### config.mk
export PLATFORM = sky130hd
export DESIGN_NAME = sdf_ctrl
export DESIGN_NICKNAME = d
export VERILOG_FILES = /design/src/rtl/sdf_pkg.sv /design/src/rtl/sdf_ctrl.sv
export SDC_FILE = /design/constraint.sdc
export NUM_CORES = 1
export LEC_CHECK = 0
export BUFFER_PORTS_ARGS = -buffer_cell sky130_fd_sc_hd__clkbuf_2
export CORE_MARGIN = 2
export CORE_UTILIZATION = 45
export CTS_BUF_LIST = sky130_fd_sc_hd__clkbuf_16
export DETAILED_ROUTE_END_ITERATION = 16
export HOLD_SLACK_MARGIN = 0.08
export PLACE_DENSITY = 0.67
export SLEW_MARGIN = 10
export SYNTH_ARGS = -nofsm -noshare
export SYNTH_HDL_FRONTEND = slang
export SYNTH_SLANG_ARGS = --single-unit
### constraint.sdc
create_clock -name clock -period 11.3 [get_ports clock]
set_input_delay 2.26 -clock clock [delete_from_list [all_inputs] [get_ports clock]]
set_output_delay 2.26 -clock clock [all_outputs]
set_load 0.05 [all_outputs]
### src/rtl/sdf_pkg.sv
package sdf_pkg;

   // default number of entries in the exclusion store
   localparam int STORE_DEPTH_DEFAULT = 1024;

   // field widths
   localparam int OP_W    = 2;
   localparam int VALUE_W = 32;

   // operation codes of an input word
   typedef enum logic [OP_W-1:0] {
      OP_LOAD  = 2'd0,
      OP_QUERY = 2'd1,
      OP_CLEAR = 2'd2
   } op_type;

   // sequencer states
   typedef enum logic [1:0] {
      ST_IDLE,
      ST_SEARCH,
      ST_SHIFT,
      ST_LAST
   } state_type;

endpackage

### src/rtl/sdf_ctrl.sv
module sdf_ctrl #(
   parameter int STORE_DEPTH = sdf_pkg::STORE_DEPTH_DEFAULT,
   parameter int AW          = $clog2(STORE_DEPTH)
) (
   input  logic                        clock,
   input  logic                        reset,
   input  logic                        start,
   input  logic [sdf_pkg::OP_W-1:0]    req_operation,
   input  logic [sdf_pkg::VALUE_W-1:0] req_item_value,
   output logic                        busy,
   output logic                        rsp_valid,
   output logic [sdf_pkg::VALUE_W-1:0] rsp_kept_value,
   output logic                        mem_wr_en,
   output logic [AW-1:0]               mem_wr_addr,
   output logic [sdf_pkg::VALUE_W-1:0] mem_wr_data,
   output logic [AW-1:0]               mem_rd_addr,
   input  logic [sdf_pkg::VALUE_W-1:0] mem_rd_data
);

   localparam int CW = $clog2(STORE_DEPTH + 1);
   localparam logic [AW-1:0] ONE_A = AW'(1);
   localparam logic [CW-1:0] ONE_C = CW'(1);
   localparam logic [CW-1:0] DEPTH_C = CW'(STORE_DEPTH);

   sdf_pkg::state_type state_ff, state_in;
   logic [CW-1:0] count_ff, count_in;
   logic [CW-1:0] lo_ff, lo_in;
   logic [CW-1:0] hi_ff, hi_in;
   logic [AW-1:0] mid_ff, mid_in;
   logic [sdf_pkg::VALUE_W-1:0] value_ff, value_in;
   logic match_ff, match_in;
   logic rsp_valid_ff, rsp_valid_in;
   logic [sdf_pkg::VALUE_W-1:0] rsp_value_ff, rsp_value_in;

   logic accept;
   logic le;
   logic gt;
   logic hit;
   logic [CW-1:0] lo_step;
   logic [CW-1:0] hi_step;
   logic [CW-1:0] mid_step;
   logic search_end;
   logic final_match;

   assign accept = start && (state_ff == sdf_pkg::ST_IDLE);
   assign busy   = (state_ff != sdf_pkg::ST_IDLE);

   // compare of the word just read against the held value
   assign le  = ($signed(mem_rd_data) <= $signed(value_ff));
   assign gt  = !le;
   assign hit = (mem_rd_data == value_ff);

   // one binary search step, upper bound form
   assign lo_step    = le ? (CW'(mid_ff) + ONE_C) : lo_ff;
   assign hi_step    = le ? hi_ff : CW'(mid_ff);
   assign mid_step   = lo_step + ((hi_step - lo_step) >> 1);
   assign search_end = (lo_step >= hi_step);
   // the entry below the upper bound is the last one that moved lo
   assign final_match = le ? hit : match_ff;

   // next state
   always_comb begin
      state_in = state_ff;
      case (state_ff)
         sdf_pkg::ST_IDLE: begin
            if (accept) begin
               case (req_operation)
                  sdf_pkg::OP_LOAD: begin
                     if ((count_ff < DEPTH_C) && (count_ff != '0)) begin
                        state_in = sdf_pkg::ST_SHIFT;
                     end
                  end
                  sdf_pkg::OP_QUERY: begin
                     if (count_ff != '0) begin
                        state_in = sdf_pkg::ST_SEARCH;
                     end
                  end
                  default: state_in = sdf_pkg::ST_IDLE;
               endcase
            end
         end
         sdf_pkg::ST_SEARCH: begin
            if (search_end) begin
               state_in = sdf_pkg::ST_IDLE;
            end
         end
         sdf_pkg::ST_SHIFT: begin
            if (!gt) begin
               state_in = sdf_pkg::ST_IDLE;
            end else if (mid_ff == '0) begin
               state_in = sdf_pkg::ST_LAST;
            end
         end
         sdf_pkg::ST_LAST: state_in = sdf_pkg::ST_IDLE;
         default: state_in = sdf_pkg::ST_IDLE;
      endcase
   end

   // datapath and memory requests
   always_comb begin
      count_in     = count_ff;
      lo_in        = lo_ff;
      hi_in        = hi_ff;
      mid_in       = mid_ff;
      value_in     = value_ff;
      match_in     = match_ff;
      rsp_valid_in = 1'b0;
      rsp_value_in = rsp_value_ff;
      mem_wr_en    = 1'b0;
      mem_wr_addr  = mid_ff + ONE_A;
      mem_wr_data  = mem_rd_data;
      mem_rd_addr  = mid_ff;
      case (state_ff)
         sdf_pkg::ST_IDLE: begin
            if (accept) begin
               value_in = req_item_value;
               match_in = 1'b0;
               case (req_operation)
                  sdf_pkg::OP_LOAD: begin
                     // a load into a full store is dropped
                     if (count_ff < DEPTH_C) begin
                        count_in = count_ff + ONE_C;
                        if (count_ff == '0) begin
                           mem_wr_en   = 1'b1;
                           mem_wr_addr = '0;
                           mem_wr_data = req_item_value;
                        end else begin
                           mem_rd_addr = AW'(count_ff - ONE_C);
                           mid_in      = AW'(count_ff - ONE_C);
                        end
                     end
                  end
                  sdf_pkg::OP_QUERY: begin
                     lo_in       = '0;
                     hi_in       = count_ff;
                     mem_rd_addr = AW'(count_ff >> 1);
                     mid_in      = AW'(count_ff >> 1);
                     // empty store keeps every value
                     if (count_ff == '0) begin
                        rsp_valid_in = 1'b1;
                        rsp_value_in = req_item_value;
                     end
                  end
                  sdf_pkg::OP_CLEAR: begin
                     count_in = '0;
                  end
                  default: count_in = count_ff;
               endcase
            end
         end
         sdf_pkg::ST_SEARCH: begin
            lo_in       = lo_step;
            hi_in       = hi_step;
            mem_rd_addr = AW'(mid_step);
            mid_in      = AW'(mid_step);
            if (le) begin
               match_in = hit;
            end
            if (search_end && !final_match) begin
               rsp_valid_in = 1'b1;
               rsp_value_in = value_ff;
            end
         end
         sdf_pkg::ST_SHIFT: begin
            // move a larger entry up one place, or drop the new word in
            mem_wr_en = 1'b1;
            if (gt) begin
               mem_wr_data = mem_rd_data;
               mem_rd_addr = mid_ff - ONE_A;
               mid_in      = mid_ff - ONE_A;
            end else begin
               mem_wr_data = value_ff;
            end
         end
         sdf_pkg::ST_LAST: begin
            mem_wr_en   = 1'b1;
            mem_wr_addr = '0;
            mem_wr_data = value_ff;
         end
         default: mem_wr_en = 1'b0;
      endcase
   end

   // control registers
   always_ff @(posedge clock) begin
      if (reset) begin
         state_ff     <= sdf_pkg::ST_IDLE;
         count_ff     <= '0;
         rsp_valid_ff <= 1'b0;
      end else begin
         state_ff     <= state_in;
         count_ff     <= count_in;
         rsp_valid_ff <= rsp_valid_in;
      end
   end

   // payload registers
   always_ff @(posedge clock) begin
      lo_ff        <= lo_in;
      hi_ff        <= hi_in;
      mid_ff       <= mid_in;
      value_ff     <= value_in;
      match_ff     <= match_in;
      rsp_value_ff <= rsp_value_in;
   end

   assign rsp_valid      = rsp_valid_ff;
   assign rsp_kept_value = rsp_value_ff;

`ifndef SYNTHESIS
   a_count_bound: assert property (@(posedge clock) disable iff (reset)
      count_ff <= DEPTH_C)
      else $error("entry count beyond store depth");

   a_search_range: assert property (@(posedge clock) disable iff (reset)
      (state_ff == sdf_pkg::ST_SEARCH) |-> (lo_ff < hi_ff))
      else $error("search range empty while searching");

   a_shift_target: assert property (@(posedge clock) disable iff (reset)
      (state_ff == sdf_pkg::ST_SHIFT) |-> ((CW'(mid_ff) + ONE_C) < count_ff))
      else $error("shift writes beyond the filled part of the store");

   a_rsp_when_idle: assert property (@(posedge clock) disable iff (reset)
      rsp_valid_ff |-> (state_ff == sdf_pkg::ST_IDLE))
      else $error("result strobe while still busy");
`endif

endmodule

==> results of run 1 <==
==> cells by family (layout without fill, tap and decap cells) <==
group | Yosys count | after routing
buf+inv | 122 | 246
mux | 41 | 41
compound gates | 259 | 259
flops | 111 | 111
simple gates | 320 | 320
fa+ha+maj | 62 | 62
xor+xnor | 37 | 37
==> synthesized netlist by cell type, types with 3 or more instances <==
cell and n:
a2111oi_0 4, a211o_1 4, a211oi_1 13, a21o_1 6, a21oi_1 63, a22oi_1 35, a31oi_1 6, and2_1 4
and3_1 10, buf_1 7, buf_2 7, clkbuf_1 42, dfxtp_1 24, edfxtp_1 87, ha_1 60, inv_1 64
mux2_2 33, mux2i_1 8, nand2_1 104, nand2b_1 4, nand3_1 24, nand4_1 13, nor2_1 109, nor2b_1 5
nor3_1 18, nor4_1 12, o211ai_1 8, o21a_1 9, o21ai_0 51, o21ai_1 13, o22a_1 3, o22ai_1 5
o31ai_1 3, or3_1 6, xnor2_1 23, xor2_1 14
==> stage by stage <==
stage               setup slack [ns]  instances
detailed placement             0.650       1289
finish                         0.610       1305
floorplan                      0.849        952
global route                  0.0608       1305
global placement               0.779       1289
CTS                            0.625       1305
==> flip-flops by register name, indices dropped and copies added (netlist names) <==
signal	count
rsp_valid	1
rsp_kept_value	32
lo_ff	11
mid_ff	10
count_ff	11
match_ff	1
hi_ff	11
value_ff	32
state_ff	2
==> metal layers <==
layer  wire, um  up-vias
met5          0        -
met4        712        0
met3       1980       45
met2      11600      326
met1      10700     3648
li1           -     3713
==> worst max-delay path: cells and delay by family <==
kind	cells	cell delay, ns
compound gates	13	3.30
fa+ha+maj	3	1.20
buf+inv	4	0.87
simple gates	6	0.53
xor+xnor	2	0.24
==> how the worst min path moves through the flow <==
stage                  from            to  slack [ns]  cells past startpoint
6_report       count_ff[10]  count_ff[10]        0.58                      2
5_1_grt         count_ff[5]   count_ff[5]        0.62                      2
4_1_cts        count_ff[10]  count_ff[10]        0.58                      2
3_5_place_dp   count_ff[10]  count_ff[10]        0.56                      2
3_3_place_gp   count_ff[10]  count_ff[10]        0.55                      2
2_1_floorplan   state_ff[1]   state_ff[1]        0.51                      2
==> layout make-up <==
cell class	count	area, um2	share of cell area, %
clock buffers	9	225	2.36
inverters	65	244	2.56
clock inverters	7	88.8	0.931
flip-flops and latches	111	3090	32.4
well taps	229	287	3.00
multi-input cells	719	4750	49.8
repair buffers	165	851	8.92
==> flow_summary.yaml, run 1 <==
status:
  status: "complete, no violations"
clock_network:
  cts_sinks: 111
  clock_latency_ns: 0.37
  numCtsBuffers: 9
  clk_pin_slew_worst_paths_ns: 0.08
  postCtsHoldBufs: 0
  cts-root-buf: "clkbuf_16"
  cts_setup_buffers: 0
  cts_resized: 0
  cts_tree: "done"
  clk_path_buf_depth: 2
  htree_levels: 3
routing:
  viasPerCell: 5.92
  drt-total-wl_mm: 25.0
  via_count: 7732
  route.detailed.drc: 0
  wl_per_cell_um: 19.2
  drt-initial-drc-count: 675
  ant_nets: 0
  drtPass1Iterations: 5
yosys:
  synthTopCellsByArea: "edfxtp_1 (32%), ha_1 (9.1%), dfxtp_1 (5.8%)"
  syn_inst: 952
  synth_fa_ha_area_share_pct: 9.54
  synthXorXnorAreaFrac_pct: 3.91
  synth-simple-area-share_pct: 17.4
  synth_compound_area_share_pct: 20.7
  netlist.top_cell.by_area: "edfxtp_1"
  synth_top_family_by_area: "compound AO/OA/AOI/OAI gates"
  syn_avg_cell_area_um2: 8.71
  synth_edf_count: 87
  netlist_area_um2: 8290
  syn-num-nets: 1083
  synthMuxAreaShare_pct: 5.45
  yosysWarnings: 0
  ys_async_sr_fraction_pct: 0
  ys.flop_type: "edfxtp_1"
  ys_types: 75
  yosys_register_bits: 111
  yosysTopAreaCellShare_pct: 31.5
  seq_area_frac_synth_pct: 37.3
layout:
  fin_util_pct: 52.9
  final_area_um2: 9540
  fin_nets: 1202
  area_growth_pct: 15.1
  nFillCells: 1734
  final_common_cell: "clkbuf_2"
  n_antenna_cell: 0
  final_cell_mix: "clkbuf_2 (155), nor2_1 (109), nand2_1 (104)"
  drive_gt1_share_pct: 21.0
global_route:
  top_usage_layer: "met2"
  grt_pass1_wl_mm: 38.8
  grt_max_degree: 63
  antenna_found_initial: 0
  overflow: 0
  grt_usage_pct: 25.0
  met2_usage_pct: 40.3
  grtUsageMet3_pct: 4.96
  met1_usage_pct: 33.8
  first_global_vias: 7139
placed_design:
  gp_congestion: 0.945
  dpl.hpwl_mm: 18.8
  place_area_um2: 9230
  portBuffers: 155
critical_path:
  rr_endpoint: "mid_ff[9]"
  critPathCaptureType: "primary output"
  required_ns: 9.04
  cp.arrival_ns: 8.43
  worstReg2RegStart: "value_ff[5]"
  max_stage_delay_ns: 0.65
  startpoint: "mem_rd_data[7]"
  r2r_slack_ns: 5.00
  crit_end: "mem_rd_addr[9]"
  crit_type: "in2out"
  critical_path.startpoint_type: "primary input"
  cp_max_fo: 24
  crit_path_top_delay_cell: "o31ai_4"
  r2r_cells: 27
timing:
  finalCriticalPeriod_ns: 10.69
  fin_worst_skew_ns: 0.00995
  worst_pin_slew_ns: 1.08
  fin_tns_setup_ns: 0
  period_share_pct: 94.6
  hold_viol: 0
  finalMaxSlewViolations: 0
  hold_ws_ns: 0.578
  relSlewSlack_pct: 27.8
  setup_viol: 0
  rsz0062_at_grt: "no"
  fmax_ghz: 0.0935
hold_path:
  holdCritPathClass: "reg2reg"
floorplan:
  die_w_um: 140
  core_um2: 18000
  placementRows: 49
  pin_count: 156
  dieArea_um2: 19500
  dieHeight_um: 140
  start_util_pct: 46.0
flow_run:
  timing.max_cap.violations: 0
Power of run 1 is left out: the tool's default activity adds up to more than one toggle a clock period on the data nets, which glitch-free logic cannot reach.
==> run 2: changes to the inputs <==
- PLACE_DENSITY: 0.67 -> 0.69
==> flow_summary.yaml, run 2 (synthesized netlist as in run 1, its figures left out) <==
floorplan:
  pin_count: 156
  dieArea_um2: 19500
  core_um2: 18000
  die_w_um: 140
  start_util_pct: 46.0
  placementRows: 49
  dieHeight_um: 140
critical_path:
  cp_max_fo: 9
  crit_type: "in2out"
  cp.arrival_ns: 8.47
  crit_top_cell: "ha_1"
  critical_path.startpoint_type: "primary input"
  critPathCaptureType: "primary output"
  required_ns: 9.04
  max_stage_delay_ns: 0.49
  crit_path_top_delay_cell: "ha_1"
  startpoint: "mem_rd_data[31]"
  worstReg2RegStart: "value_ff[7]"
layout:
  nFillCells: 1707
  final_common_cell: "clkbuf_2"
  n_antenna_cell: 0
  final_cell_mix: "clkbuf_2 (155), nor2_1 (109), nand2_1 (104)"
  drive_gt1_share_pct: 21.3
  final_area_um2: 9560
  area_growth_pct: 15.3
  fin_nets: 1202
timing:
  relSlewSlack_pct: 28.2
  finalMaxSlewViolations: 0
  period_share_pct: 95.0
  rsz0062_at_grt: "no"
  finalCriticalPeriod_ns: 10.73
  worst_pin_slew_ns: 1.07
  fin_worst_skew_ns: 0.0166
  hold_viol: 0
  setup_viol: 0
  fmax_ghz: 0.0932
  fin_tns_setup_ns: 0
global_route:
  top_usage_layer: "met2"
  met1_usage_pct: 33.4
  antenna_found_initial: 0
  overflow: 0
  met2_usage_pct: 40.9
  grt_usage_pct: 25.0
  first_global_vias: 7321
  grt_max_degree: 73
  grtUsageMet3_pct: 3.65
  grt_pass1_wl_mm: 39.1
clock_network:
  clk_path_buf_depth: 2
  numCtsBuffers: 9
  postCtsHoldBufs: 0
  clk_pin_slew_worst_paths_ns: 0.08
  htree_levels: 3
  cts_tree: "done"
  clock_latency_ns: 0.37
  cts-root-buf: "clkbuf_16"
  cts_sinks: 111
placed_design:
  dpl.hpwl_mm: 18.6
  place_area_um2: 9220
  gp_congestion: 0.966
  portBuffers: 155
hold_path:
  holdCritPathClass: "reg2reg"
  min_from: "count_ff[10]"
routing:
  viasPerCell: 5.96
  route.detailed.drc: 0
  drt-initial-drc-count: 660
  ant_nets: 0
  drt-total-wl_mm: 24.9
  wl_per_cell_um: 19.1
  via_count: 7776
  drtPass1Iterations: 6
status:
  status: "complete, no violations"
flow_run:
  timing.max_cap.violations: 0
-- run 2: timing repair --
action | CTS | global route
gates resized for setup | 0 | 3
endpoints found under the setup margin | 0 | 1
buffers inserted | 0 | 0
-- run 2: final cells by class --
cell class	instances	area [um2]	share of cell area (%)
Multi-Input combinational cell	720	4780	50.0
Inverter	65	244	2.55
Clock buffer	9	225	2.36
Tap cell	229	287	3.00
Clock inverter	7	83.8	0.877
Timing Repair Buffer	164	843	8.82
Sequential cell	111	3090	32.4
-- run 2: worst paths after layout --
check | endpoint | slack (ns) | depth (start not counted)
worst max-delay path | mem_rd_addr[9] | 0.57 | 26
worst min-delay path | count_ff[10] | 0.57 | 2
worst max register to register | mid_ff[9] | 4.98 | 26
worst min register to register | count_ff[10] | 0.57 | 2
-- run 2: worst max-delay path: cells and delay by family --
kind / cells / cell delay, ns
xor+xnor: 2 / 0.24
compound gates: 10 / 2.85
buf+inv: 2 / 0.41
simple gates: 8 / 1.07
mux: 1 / 0.42
fa+ha+maj: 3 / 1.20
-- run 2: routing by layer --
metal | up-vias | routed length, um
met4 | 0 | 728
met2 | 415 | 11800
li1 | 3718 | -
met3 | 44 | 2090
met1 | 3599 | 10400
met5 | - | 0
-- run 2: stage by stage --
stage | setup slack (ns) | hold slack (ns) | utilization [%] | cells
after floorplan | 0.849 | 0.509 | - | 952
after global placement | 0.569 | 0.548 | 51.2 | 1288
after detailed placement | 0.347 | 0.564 | 51.2 | 1288
after CTS | 0.327 | 0.580 | 52.9 | 1304
after global routing | 0.00205 | 0.621 | 53.0 | 1305
final | 0.568 | 0.574 | 53.0 | 1305
Power of run 2 is left out for the same reason.
==> run 3: changes to the inputs <==
- BUFFER_PORTS_ARGS: -buffer_cell sky130_fd_sc_hd__clkbuf_2 -> default
- CORE_MARGIN: 2 -> default
- CORE_UTILIZATION: 45 -> 59
- DONT_BUFFER_PORTS: default -> 1
- PLACE_DENSITY: 0.69 -> 0.77
==> flow_summary.yaml, run 3 (synthesized netlist as in run 1, its figures left out) <==
placed_design:
  pre_cts_ws_ns: 0.839
  portBuffers: 0
  dp.cells: 1087
  dpl.hpwl_mm: 16.2
  gp_congestion: 0.932
floorplan:
  placementRows: 42
  dieArea_um2: 14500
  start_util_pct: 61.6
  dieHeight_um: 121
  core_um2: 13500
  pin_count: 156
  die_w_um: 121
routing:
  via_count: 7249
  wl_per_cell_um: 20.3
  drt-initial-drc-count: 846
  drtPass1Iterations: 8
  viasPerCell: 6.57
  route.detailed.drc: 0
  drt-total-wl_mm: 22.4
  ant_nets: 0
layout:
  area_growth_pct: 5.43
  fin_nets: 1053
  finalNonFillerCells: 1103
  n_antenna_cell: 0
  fin_util_pct: 65.0
  final_cell_mix: "nor2_1 (109), nand2_1 (104), edfxtp_1 (87)"
  final_common_cell: "nor2_1"
  nFillCells: 1173
  drive_gt1_share_pct: 8.41
hold_path:
  holdCritPathClass: "reg2reg"
  min_delay_path_depth: 2
timing:
  finalCriticalPeriod_ns: 10.60
  worst_slack_ns: 0.701
  rsz0062_at_grt: "no"
  fmax_ghz: 0.0943
  fin_tns_setup_ns: 0
  setup_viol: 0
  finalMaxSlewViolations: 0
  worst_pin_slew_ns: 1.18
  hold_viol: 0
  period_share_pct: 93.8
  fin_worst_skew_ns: 0.00907
  relSlewSlack_pct: 21.3
flow_run:
  timing.max_cap.violations: 0
global_route:
  grt_usage_pct: 30.9
  antenna_found_initial: 0
  grt_max_degree: 77
  first_global_vias: 6629
  overflow: 0
  grt_pass1_wl_mm: 34.7
critical_path:
  critical_path.startpoint_type: "primary input"
  r2r_cells: 26
  crit_type: "in2out"
  cp_max_fo: 9
  critPathCaptureType: "primary output"
  cp.arrival_ns: 8.34
  required_ns: 9.04
clock_network:
  cts_setup_buffers: 0
  cts_tree: "done"
  cts_sinks: 111
  cts_resized: 0
  clk_path_buf_depth: 2
  htree_levels: 3
  numCtsBuffers: 9
  clock_latency_ns: 0.36
  cts-root-buf: "clkbuf_16"
  clk_pin_slew_worst_paths_ns: 0.08
  postCtsHoldBufs: 0
status:
  status: "complete, no violations"
[run 3: area by class of cell]
type / count / area, um2 / share of cell area, %
multi-input combinational: 719 / 4750 / 54.4
sequential: 111 / 3090 / 35.4
clock inverter: 7 / 82.6 / 0.945
inverter: 65 / 244 / 2.79
clock buffer: 9 / 225 / 2.58
tap: 176 / 220 / 2.52
timing repair buffer: 16 / 120 / 1.37
[run 3: per-layer routing]
layer	GRT usage [%]	vias to the layer above	part of all wire, %
met5	0	-	0
met4	10.8	0	2.7
met3	7.50	52	10
met2	46.8	429	44
met1	43.1	3349	43
li1	-	3419	-
[run 3: per-stage QoR]
stage	hold slack [ns]	area (um2)
2_1_floorplan	0.509	8290
3_3_place_gp	0.558	8430
3_5_place_dp	0.567	8430
4_1_cts	0.571	8740
5_1_grt	0.630	8740
6_report	0.571	8740
[run 3: worst max-delay path: stages]
cell and delay, ns:
ha_1 0.31, nand4_1 0.16, nor4_1 0.78, nand2_1 0.40, o31a_1 0.33, mux2i_1 0.40
ha_1 0.35, a21oi_1 0.36, nor4_1 0.09, o41a_1 0.41, o21ai_0 0.22, nand2b_1 0.08
a21oi_1 0.17, xnor2_1 0.10, ha_1 0.39, o21a_1 0.15, nor2_1 0.05, nor2_1 0.15
nand2_1 0.09, a2111oi_0 0.41, nor3_1 0.12, xnor2_1 0.17, o21ai_1 0.18, buf_4 0.23
[run 3: final timing paths]
kind	slack [ns]	from	to
max reg2reg	4.68	value_ff[31]	mid_ff[9]
max	0.70	mem_rd_data[14]	mem_rd_addr[9]
min	0.57	count_ff[9]	count_ff[9]
min reg2reg	0.57	count_ff[9]	count_ff[9]
Power of run 3 is left out for the same reason.
